[config.mk]
export PLATFORM = sky130hd
export DESIGN_NAME = fourcc_box_deframer_flat
export DESIGN_NICKNAME = d
export VERILOG_FILES = /design/src/hdl/fbd_pkg.sv /design/src/hdl/fbd_if.sv /design/src/hdl/fbd_store.sv /design/src/hdl/fourcc_box_deframer.sv /design/src/flat_wrapper.sv
export SDC_FILE = /design/constraint.sdc
export NUM_CORES = 1
export LEC_CHECK = 0
export ABC_CLOCK_PERIOD_IN_PS = 11150
export CAP_MARGIN = 20
export CORE_ASPECT_RATIO = 1.4
export CORE_MARGIN = 2
export CORE_UTILIZATION = 45
export DETAILED_ROUTE_END_ITERATION = 10
export DONT_BUFFER_PORTS = 1
export PLACE_DENSITY = 0.57
export SLEW_MARGIN = 20
export SYNTH_ARGS = -nofsm -noshare
export SYNTH_HDL_FRONTEND = slang
export SYNTH_SLANG_ARGS = --single-unit
[constraint.sdc]
create_clock -name clk -period 11.15 [get_ports clk]
set_input_delay 1.115 -clock clk [delete_from_list [all_inputs] [get_ports clk]]
set_output_delay 1.115 -clock clk [all_outputs]
set_load 0.005 [all_outputs]
[src/hdl/fbd_pkg.sv]
`default_nettype none

package fbd_pkg;

  localparam int MAX_PAYLOAD = 32;
  localparam int ADDR_W      = (MAX_PAYLOAD > 1) ? $clog2(MAX_PAYLOAD) : 1;

  localparam int NUM_ENTRIES = 4;
  localparam int ENTRY_W     = 34;
  localparam int FCC_W       = 32;
  localparam int CFG_IDX_W   = 3;
  localparam int CFG_DATA_W  = ENTRY_W;

  // register indexes
  localparam logic [CFG_IDX_W-1:0] CFG_ENTRY_0 = 3'd0;
  localparam logic [CFG_IDX_W-1:0] CFG_STALL   = 3'd4;

  localparam logic [ENTRY_W-1:0] ENTRY0_RST = 34'h1676E6970;
  localparam logic [ENTRY_W-1:0] ENTRY1_RST = 34'h26B6E6973;
  localparam logic [31:0]        STALL_RST  = 32'd2000;

  localparam logic [3:0] HDR_LEN  = 4'd8;
  localparam logic [3:0] HDR_LAST = 4'd7;

  // input item kinds
  localparam logic IN_BYTE = 1'b0;
  localparam logic IN_TICK = 1'b1;

  // table entry kinds
  localparam logic [1:0] KIND_NONE   = 2'd0;
  localparam logic [1:0] KIND_CMD    = 2'd1;
  localparam logic [1:0] KIND_STREAM = 2'd2;

  // result events
  localparam logic [2:0] EV_UNKNOWN  = 3'd0;
  localparam logic [2:0] EV_DONE     = 3'd1;
  localparam logic [2:0] EV_TOO_BIG  = 3'd2;
  localparam logic [2:0] EV_CMD_BYTE = 3'd3;
  localparam logic [2:0] EV_START    = 3'd4;
  localparam logic [2:0] EV_STR_BYTE = 3'd5;
  localparam logic [2:0] EV_STALLED  = 3'd6;

  typedef struct packed {
    logic              we;
    logic [ADDR_W-1:0] waddr;
    logic [7:0]        wdata;
    logic              re;
    logic [ADDR_W-1:0] raddr;
  } fbd_store_req_t;

endpackage

`default_nettype wire

[src/hdl/fbd_if.sv]
`default_nettype none

interface fbd_in_if;
  import fbd_pkg::*;

  logic       valid;
  logic       ready;
  logic       kind;
  logic [7:0] data_byte;

  modport source (output valid, output kind, output data_byte, input ready);
  modport sink   (input valid, input kind, input data_byte, output ready);
endinterface

interface fbd_out_if;
  import fbd_pkg::*;

  logic             valid;
  logic             ready;
  logic [2:0]       event_res;
  logic [1:0]       entry_index;
  logic [FCC_W-1:0] fourcc_code;
  logic [31:0]      payload_length;
  logic [7:0]       out_byte;
  logic             last;

  modport source (output valid, output event_res, output entry_index, output fourcc_code,
                  output payload_length, output out_byte, output last, input ready);
  modport sink   (input valid, input event_res, input entry_index, input fourcc_code,
                  input payload_length, input out_byte, input last, output ready);
endinterface

`default_nettype wire

[src/hdl/fbd_store.sv]
`default_nettype none

module fbd_store (
  input  logic                    clk,
  input  fbd_pkg::fbd_store_req_t req,
  output logic [7:0]              rdata
);
  import fbd_pkg::*;

  logic [7:0] mem [MAX_PAYLOAD];

  always_ff @(posedge clk) begin
    if (req.we) begin
      mem[req.waddr] <= req.wdata;
    end
    if (req.re) begin
      rdata <= mem[req.raddr];
    end
  end

endmodule

`default_nettype wire

[src/hdl/fourcc_box_deframer.sv]
`default_nettype none

// Box deframer: takes one byte or tick item per cycle while not held off and answers each
// with at most one result item, except at the end of a command box of 1 to MAX_PAYLOAD
// bytes. There the done result is followed by a readout of the buffered payload from the
// payload memory: each byte passes an address state, then a registered read data state,
// so input is held off for the whole readout, which runs longer while the output side
// stalls. Results wait in an output register; input keeps flowing while the output side
// stalls as long as that register is empty or being taken.
// The payload memory needs no clearing after reset: only bytes of the current box are read.
module fourcc_box_deframer (
  input  logic                              clk,
  input  logic                              rst,
  fbd_in_if.sink                            in_ch,
  fbd_out_if.source                         out_ch,
  input  logic                              wr_en,
  input  logic [fbd_pkg::CFG_IDX_W-1:0]     wr_index,
  input  logic [fbd_pkg::CFG_DATA_W-1:0]    wr_data
);
  import fbd_pkg::*;

  localparam logic [1:0] ST_IN    = 2'd0;
  localparam logic [1:0] ST_RADDR = 2'd1;
  localparam logic [1:0] ST_RDATA = 2'd2;

  logic [ENTRY_W-1:0] entries [NUM_ENTRIES];
  logic [31:0]        stall_ticks;

  logic [1:0]        state, state_next;
  logic [63:0]       header_bytes, header_bytes_next;
  logic [3:0]        header_count, header_count_next;
  logic [31:0]       payload_count, payload_count_next;
  logic [31:0]       idle_count, idle_count_next;
  logic [1:0]        match_index, match_index_next;
  logic [1:0]        match_kind, match_kind_next;
  logic [ADDR_W-1:0] rd_idx, rd_idx_next;

  logic             out_valid;
  logic [2:0]       out_event;
  logic [1:0]       out_index;
  logic [FCC_W-1:0] out_fcc;
  logic [31:0]      out_len;
  logic [7:0]       out_data;
  logic             out_last;

  logic           out_free, accept, load_out;
  logic [2:0]     ld_event;
  logic [1:0]     ld_index;
  logic [7:0]     ld_data;
  logic           ld_last;
  logic [63:0]    hdr;
  logic [1:0]     m_kind, m_index;
  logic [1:0]     e_kind;
  logic [31:0]    idle_inc, pc_inc, len;
  logic           rd_end;
  fbd_store_req_t store_req;
  logic [7:0]     store_rdata;

  fbd_store u_store (
    .clk   (clk),
    .req   (store_req),
    .rdata (store_rdata)
  );

  assign out_free    = !out_valid || out_ch.ready;
  assign in_ch.ready = (state == ST_IN) && out_free;
  assign accept      = in_ch.valid && in_ch.ready;
  assign rd_end      = (({1'b0, rd_idx} + (ADDR_W+1)'(1)) == header_bytes[ADDR_W:0]);

  // header assembly and table lookup; the first matching entry wins
  always_comb begin
    hdr = (header_count == '0) ? 64'd0 : header_bytes;
    hdr[{header_count[2:0], 3'b000} +: 8] = in_ch.data_byte;
    m_kind  = KIND_NONE;
    m_index = 2'd0;
    e_kind  = KIND_NONE;
    for (int i = NUM_ENTRIES - 1; i >= 0; i--) begin
      e_kind = entries[i][ENTRY_W-1:FCC_W];
      if ((e_kind == KIND_CMD || e_kind == KIND_STREAM) &&
          entries[i][FCC_W-1:0] == hdr[63:32]) begin
        m_kind  = e_kind;
        m_index = 2'(i);
      end
    end
  end

  always_comb begin
    state_next         = state;
    header_bytes_next  = header_bytes;
    header_count_next  = header_count;
    payload_count_next = payload_count;
    idle_count_next    = idle_count;
    match_index_next   = match_index;
    match_kind_next    = match_kind;
    rd_idx_next        = rd_idx;
    load_out           = 1'b0;
    ld_event           = EV_UNKNOWN;
    ld_index           = 2'd0;
    ld_data            = 8'd0;
    ld_last            = 1'b1;
    store_req          = '0;
    idle_inc           = (idle_count == '1) ? idle_count : idle_count + 32'd1;
    pc_inc             = payload_count + 32'd1;
    len                = header_bytes[31:0];

    case (state)
      ST_IN: begin
        if (accept) begin
          if (in_ch.kind == IN_TICK) begin
            if (header_count != '0) begin
              idle_count_next = idle_inc;
              if (idle_inc > stall_ticks) begin
                load_out           = 1'b1;
                ld_event           = EV_STALLED;
                header_count_next  = '0;
                payload_count_next = '0;
                idle_count_next    = '0;
              end
            end
          end else begin
            idle_count_next = '0;
            if (header_count < HDR_LEN) begin
              header_bytes_next = hdr;
              header_count_next = header_count + 4'd1;
              if (header_count == HDR_LAST) begin
                len                = hdr[31:0];
                match_kind_next    = m_kind;
                match_index_next   = m_index;
                payload_count_next = '0;
                if (m_kind == KIND_NONE) begin
                  load_out = 1'b1;
                  ld_event = EV_UNKNOWN;
                end else if (m_kind == KIND_STREAM) begin
                  load_out = 1'b1;
                  ld_event = EV_START;
                  ld_index = m_index;
                end else if (len == '0) begin
                  load_out = 1'b1;
                  ld_event = EV_DONE;
                  ld_index = m_index;
                end
                if (len == '0) begin
                  header_count_next = '0;
                end
              end
            end else begin
              // payload byte
              if (match_kind != KIND_STREAM && payload_count < 32'(MAX_PAYLOAD)) begin
                store_req.we    = 1'b1;
                store_req.waddr = payload_count[ADDR_W-1:0];
                store_req.wdata = in_ch.data_byte;
              end
              payload_count_next = pc_inc;
              if (match_kind == KIND_STREAM) begin
                load_out = 1'b1;
                ld_event = EV_STR_BYTE;
                ld_index = match_index;
                ld_data  = in_ch.data_byte;
              end
              if (pc_inc >= len) begin
                header_count_next  = '0;
                payload_count_next = '0;
                if (match_kind == KIND_CMD) begin
                  load_out = 1'b1;
                  ld_index = match_index;
                  if (len > 32'(MAX_PAYLOAD)) begin
                    ld_event = EV_TOO_BIG;
                  end else begin
                    // done, then read the buffered bytes back out
                    ld_event    = EV_DONE;
                    ld_last     = 1'b0;
                    state_next  = ST_RADDR;
                    rd_idx_next = '0;
                  end
                end
              end
            end
          end
        end
      end
      ST_RADDR: begin
        store_req.re    = 1'b1;
        store_req.raddr = rd_idx;
        state_next      = ST_RDATA;
      end
      ST_RDATA: begin
        if (out_free) begin
          load_out = 1'b1;
          ld_event = EV_CMD_BYTE;
          ld_index = match_index;
          ld_data  = store_rdata;
          ld_last  = rd_end;
          if (rd_end) begin
            state_next = ST_IN;
          end else begin
            rd_idx_next = rd_idx + ADDR_W'(1);
            state_next  = ST_RADDR;
          end
        end
      end
      default: begin
        state_next = ST_IN;
      end
    endcase
  end

  always_ff @(posedge clk) begin
    if (rst) begin
      entries[0]  <= ENTRY0_RST;
      entries[1]  <= ENTRY1_RST;
      entries[2]  <= '0;
      entries[3]  <= '0;
      stall_ticks <= STALL_RST;
    end else if (wr_en) begin
      if (wr_index == CFG_STALL) begin
        stall_ticks <= wr_data[31:0];
      end else if (wr_index < CFG_STALL && wr_index >= CFG_ENTRY_0) begin
        entries[wr_index[1:0]] <= wr_data;
      end
    end
  end

  always_ff @(posedge clk) begin
    if (rst) begin
      state         <= ST_IN;
      header_bytes  <= '0;
      header_count  <= '0;
      payload_count <= '0;
      idle_count    <= '0;
      match_index   <= '0;
      match_kind    <= KIND_NONE;
      rd_idx        <= '0;
      out_valid     <= 1'b0;
    end else begin
      state         <= state_next;
      header_bytes  <= header_bytes_next;
      header_count  <= header_count_next;
      payload_count <= payload_count_next;
      idle_count    <= idle_count_next;
      match_index   <= match_index_next;
      match_kind    <= match_kind_next;
      rd_idx        <= rd_idx_next;
      if (load_out) begin
        out_valid <= 1'b1;
      end else if (out_ch.ready) begin
        out_valid <= 1'b0;
      end
    end
  end

  always_ff @(posedge clk) begin
    if (load_out) begin
      out_event <= ld_event;
      out_index <= ld_index;
      out_fcc   <= header_bytes_next[63:32];
      out_len   <= header_bytes_next[31:0];
      out_data  <= ld_data;
      out_last  <= ld_last;
    end
  end

  assign out_ch.valid          = out_valid;
  assign out_ch.event_res      = out_event;
  assign out_ch.entry_index    = out_index;
  assign out_ch.fourcc_code    = out_fcc;
  assign out_ch.payload_length = out_len;
  assign out_ch.out_byte       = out_data;
  assign out_ch.last           = out_last;

  // no input while the payload readout runs
  a_no_input_in_readout: assert property (@(posedge clk) disable iff (rst)
    (state != ST_IN) |-> !in_ch.ready)
    else $error("input accepted during payload readout");

  // a pending result is never overwritten
  a_no_overwrite: assert property (@(posedge clk) disable iff (rst)
    (out_valid && !out_ch.ready) |-> !load_out)
    else $error("output register overwritten");

  a_header_count_range: assert property (@(posedge clk) disable iff (rst)
    header_count <= HDR_LEN)
    else $error("header count out of range");

  // buffered bytes only come from boxes that fit the store
  a_cmd_byte_len: assert property (@(posedge clk) disable iff (rst)
    (out_valid && out_event == EV_CMD_BYTE) |->
      (out_len <= 32'(MAX_PAYLOAD) && out_len != '0))
    else $error("command byte from a box that does not fit");

  // a readout ends with a last-marked byte before input resumes
  a_readout_end: assert property (@(posedge clk) disable iff (rst)
    (state == ST_RDATA && state_next == ST_IN) |-> (load_out && ld_last))
    else $error("readout left without a final byte");

endmodule

`default_nettype wire
[src/flat_wrapper.sv]
// flat-port wrapper written by rule: the top's interface ports become plain ports
module fourcc_box_deframer_flat import fbd_pkg::*;
  (clk, rst, wr_en, wr_index, wr_data, in_ch_valid, in_ch_kind, in_ch_data_byte, in_ch_ready, out_ch_valid, out_ch_event_res, out_ch_entry_index, out_ch_fourcc_code, out_ch_payload_length, out_ch_out_byte, out_ch_last, out_ch_ready);
  fbd_in_if in_ch_i ();
  fbd_out_if out_ch_i ();
  input  logic clk;
  input  logic rst;
  input  logic wr_en;
  input  logic [fbd_pkg::CFG_IDX_W-1:0] wr_index;
  input  logic [fbd_pkg::CFG_DATA_W-1:0] wr_data;
  input wire logic [$bits(in_ch_i.valid)-1:0] in_ch_valid;
  input wire logic [$bits(in_ch_i.kind)-1:0] in_ch_kind;
  input wire logic [$bits(in_ch_i.data_byte)-1:0] in_ch_data_byte;
  output wire logic [$bits(in_ch_i.ready)-1:0] in_ch_ready;
  output wire logic [$bits(out_ch_i.valid)-1:0] out_ch_valid;
  output wire logic [$bits(out_ch_i.event_res)-1:0] out_ch_event_res;
  output wire logic [$bits(out_ch_i.entry_index)-1:0] out_ch_entry_index;
  output wire logic [$bits(out_ch_i.fourcc_code)-1:0] out_ch_fourcc_code;
  output wire logic [$bits(out_ch_i.payload_length)-1:0] out_ch_payload_length;
  output wire logic [$bits(out_ch_i.out_byte)-1:0] out_ch_out_byte;
  output wire logic [$bits(out_ch_i.last)-1:0] out_ch_last;
  input wire logic [$bits(out_ch_i.ready)-1:0] out_ch_ready;
  assign in_ch_i.valid = in_ch_valid;
  assign in_ch_i.kind = in_ch_kind;
  assign in_ch_i.data_byte = in_ch_data_byte;
  assign in_ch_ready = in_ch_i.ready;
  assign out_ch_valid = out_ch_i.valid;
  assign out_ch_event_res = out_ch_i.event_res;
  assign out_ch_entry_index = out_ch_i.entry_index;
  assign out_ch_fourcc_code = out_ch_i.fourcc_code;
  assign out_ch_payload_length = out_ch_i.payload_length;
  assign out_ch_out_byte = out_ch_i.out_byte;
  assign out_ch_last = out_ch_i.last;
  assign out_ch_i.ready = out_ch_ready;
  fourcc_box_deframer u_core (.clk(clk), .rst(rst), .in_ch(in_ch_i), .out_ch(out_ch_i), .wr_en(wr_en), .wr_index(wr_index), .wr_data(wr_data));
endmodule
==> flow_summary_export.csv <==
group,metric,value,unit
floorplanning,dieArea,76900,µm²
floorplanning,core_area,74000,µm²
power,total_power,5.31,mW
synthesis,ys_types,96,
finish,area_growth,9.13,%
worst_setup_path,r2r-start,"u_core.payload_count[3]",
route,wl_per_cell,29.7,µm
job,maxCapViolations,0,
synthesis,synth_nets,3341,
synthesis,ys_ff_latch,654,
worst_setup_path,cp_cell_sequence,"nand3_1 > nor2_1 > and3_1 > nand3_2 > nor2_2 > and3_1 > nand3_1 > or3_1 > xnor2_1 > ha_1 > nand4_1 > nor4_1 > and4_1 > o21ai_0 > nand4_1 > a31oi_1 > a31oi_4 > buf_4",
route,drc,0,
clock_tree,cts_root_buf,"clkbuf_16",
synthesis,yosysSeqAreaShare,0.532,
timing,finalHoldViolCount,0,
status,status,"complete, no violations",
floorplanning,num_rows,118,
clock_tree,cts_max_level,3,
clock_tree,cts_buffers,68,
synthesis,ys_top_cells_by_area,"edfxtp_1, dfxtp_1, nand2_1, ha_1, nand3_1",
worst_setup_path,timing.rr.end,"u_core.out_ch.fourcc_code[24]",
timing,timing.final.crit_share,0.611,
worst_setup_path,slowest_delay,0.75,ns
synthesis,synth_warnings,0,
clock_tree,cts_tree,"yes",
power,p_per_area,145,nW/µm²
clock_tree,cts_setup_buffers,0,
worst_setup_path,worst_setup_path_end_kind,"flip-flop",
clock_tree,cts.sink_count,654,
finish,register_area,17900,µm²
route,viasPerCell,6.32,
route,vias,26200,
timing,min_period,6.81,ns
route,antenna_left,0,
route,wirelength,123000,µm
synthesis,syn_area_per_cell,10.4,µm²
power,p_leak,12.8,nW
clock_tree,clk_pin_slew_worst_paths,0.06,ns
synthesis,syn_area,33600,µm²
synthesis,syn-instance-count,3217,
finish,multi_input_area,14500,µm²
clock_tree,postCtsResizedCells,0,
placed_design,place.detailed.hpwl,88700,µm
worst_setup_path,reg2reg_depth,18,
floorplanning,fp.dieW,235,µm
placed_design,port-buffer-count,0,
worst_setup_path,cpMaxStageDelayCell,"buf_4",
timing,worstMarginPinSlew,1.21,ns
worst_setup_path,worstPathMaxFanout,67,
global_routing,grt_pass1_vias,25300,
worst_setup_path,startpoint,"u_core.payload_count[3]",
worst_setup_path,arrival,7.06,ns
route,firstDrtPassIters,7,
global_routing,grt_overflow,0,
finish,nets,3256,
worst_setup_path,critPathTopFamily,"simple AND/OR/NAND/NOR gates",
synthesis,synth_top_area_share,0.427,
clock_tree,cts_hold_buffers,0,
timing,setup_violations,0,
clock_tree,worst_skew_pair.late_latency,0.65,ns
worst_setup_path,critPathLaunchType,"flip-flop",
timing,rsz0062_at_grt,"no",
placed_design,gp_congestion,1.04,
global_routing,track_usage,0.316,
finish,fillers,6721,
route,drt_iter0_drc,2438,
finish,drive_gt1_frac,0.0803,
synthesis,synth-edff-count,478,
global_routing,grt_pass1_wl,178000,µm
hold_path,hp-class,"flip-flop to flip-flop",
hold_path,hold_path.startpoint,"u_core.stall_ticks[31]",
hold_path,hold_path_depth,2,
worst_setup_path,regToRegSetupSlack,4.34,ns
timing,clock.fmax,147,MHz
worst_setup_path,path_buf_inv,1,
floorplanning,start_util,0.454,
timing,hold-worst-slack,0.456,ns
power,peakVddDrop,134,µV
timing,slew_headroom,0.189,
worst_setup_path,cp.required,11.41,ns
global_routing,antenna_found_initial,7,
floorplanning,pin_count,131,
synthesis,async_flop_share,0,
timing,tns,0,ns
global_routing,grt_max_degree,183,
worst_setup_path,critical_path_class,"flip-flop to flip-flop",
timing,skew,0.0202,ns
floorplanning,die_h,327,µm
clock_tree,clock_path_buffers,3,
synthesis,yosys.area.top_type,"edfxtp_1",
hold_path,hold_end,"u_core.stall_ticks[31]",
timing,slew_viol_final,0,
synthesis,synth-main-ff-cell,"edfxtp_1",
[registers in the layout, summed over array words and instances, names as in the netlist]
| signal | count |
|---|---|
| u_core.u_store.mem | 256 |
| u_core.entries | 136 |
| u_core.header_bytes | 64 |
| u_core.idle_count | 32 |
| u_core.out_ch.fourcc_code | 32 |
| u_core.out_ch.payload_length | 32 |
| u_core.payload_count | 32 |
| u_core.stall_ticks | 32 |
| u_core.out_ch.out_byte | 8 |
| u_core.u_store.rdata | 8 |
| u_core.rd_idx | 5 |
| u_core.header_count | 4 |
| u_core.out_ch.event_res | 3 |
| u_core.match_index | 2 |
| u_core.match_kind | 2 |
| u_core.out_ch.entry_index | 2 |
| u_core.state | 2 |
| u_core.out_ch.last | 1 |
| u_core.out_ch.valid | 1 |
[worst max-delay path by stage]
stage,end,slack [ns],cells past startpoint
floorplan,u_core.out_ch.entry_index[0],2.49,20
global placement,u_core.out_ch.payload_length[13],4.61,18
detailed placement,u_core.out_ch.fourcc_code[6],4.50,18
CTS,u_core.out_ch.fourcc_code[24],4.45,18
global route,u_core.out_ch.fourcc_code[24],3.98,18
finish,u_core.out_ch.fourcc_code[24],4.34,18
[layout by cell type, fill, tap and decap left out, drive strengths merged, types with 72 or more instances in the layout]
cell type / count
nand2: 355
and2: 111
xnor2: 72
clkbuf: 79
nor2b: 89
nand3: 162
a21oi: 140
dfxtp: 176
nor2: 187
inv: 122
o21ai: 102
ha: 73
and3: 86
edfxtp: 478
[Yosys cell counts, drive strengths merged (10+ instances only)]
| cell | instances |
|---|---|
| mux2 | 11 |
| a22o | 60 |
| o211ai | 32 |
| nand4 | 59 |
| or3 | 13 |
| and3 | 86 |
| mux2i | 35 |
| nor4bb | 10 |
| a221oi | 13 |
| inv | 116 |
| and2 | 111 |
| a2111oi | 13 |
| xor2 | 42 |
| edfxtp | 478 |
| a31oi | 41 |
| a21oi | 140 |
| nor2 | 187 |
| o22ai | 51 |
| nand3 | 162 |
| a22oi | 21 |
| o31ai | 10 |
| o21a | 12 |
| mux4 | 16 |
| nand3b | 30 |
| nor4b | 10 |
| nand2 | 355 |
| o21ai | 102 |
| a21boi | 11 |
| nor3b | 15 |
| dfxtp | 176 |
| nand2b | 69 |
| buf | 41 |
| a21o | 32 |
| a311oi | 26 |
| nor4 | 35 |
| nor3 | 42 |
| clkbuf | 158 |
| or2 | 18 |
| nor2b | 89 |
| and4 | 11 |
| xnor2 | 72 |
| a211oi | 16 |
| ha | 73 |
[per-stage QoR]
stage                     setup slack, ns  instances  cell area, µm²  utilization
final                                4.34       4148           36600        0.495
after global placement               4.61       4022           34400        0.465
after CTS                            4.45       4147           36600        0.495
after global routing                 3.98       4148           36600        0.495
after detailed placement             4.50       4022           34400        0.465
after floorplan                      2.49       3217           33600            -
[routing by layer]
layer,vias to the layer above,track usage,share of wire
li1,11800,-,-
met1,13000,0.397,0.40
met2,1137,0.523,0.48
met3,286,0.0486,0.065
met4,6,0.176,0.061
met5,-,0,0.00037
[report_power, final]
group          total, mW  switching, mW  leakage, nW  internal (mW)
Combinational      0.264          0.181         5.42         0.0828
Clock               2.35           1.02         1.10           1.33
Sequential          2.70         0.0598         6.25           2.64
Total               5.31           1.26         12.8           4.05
[logic make-up (layout without fill, tap and decap cells)]
family | count (synthesis) | count (layout) | synth area share
AO/OA/AOI/OAI | 650 | 650 | 0.134
XOR/XNOR | 114 | 114 | 0.0297
adder cells (fa/ha/maj) | 73 | 73 | 0.0272
buffers and inverters | 315 | 285 | 0.0379
flip-flops | 654 | 654 | 0.532
multiplexers | 62 | 62 | 0.0249
other | 0 | 1 | 0
AND/OR/NAND/NOR | 1349 | 1349 | 0.214
[worst reg2reg max path: stages, from the launching register on]
cell,delay (ns)
dfxtp_1,0.60
nand3_1,0.34
nor2_1,0.52
and3_1,0.36
nand3_2,0.19
nor2_2,0.27
and3_1,0.30
nand3_1,0.22
or3_1,0.47
xnor2_1,0.16
ha_1,0.33
nand4_1,0.16
nor4_1,0.47
and4_1,0.29
o21ai_0,0.17
nand4_1,0.14
a31oi_1,0.17
a31oi_4,0.50
buf_4,0.76
[layout make-up]
type,instances,area share
Clock buffer,79,0.0487
Sequential cell,654,0.488
Clock inverter,46,0.0127
Timing Repair Buffer,44,0.00901
Multi-Input combinational cell,2248,0.397
Antenna cell,1,0.0000683
Tap cell,960,0.0328
Inverter,116,0.0119
(Power assumes the default switching activity.)
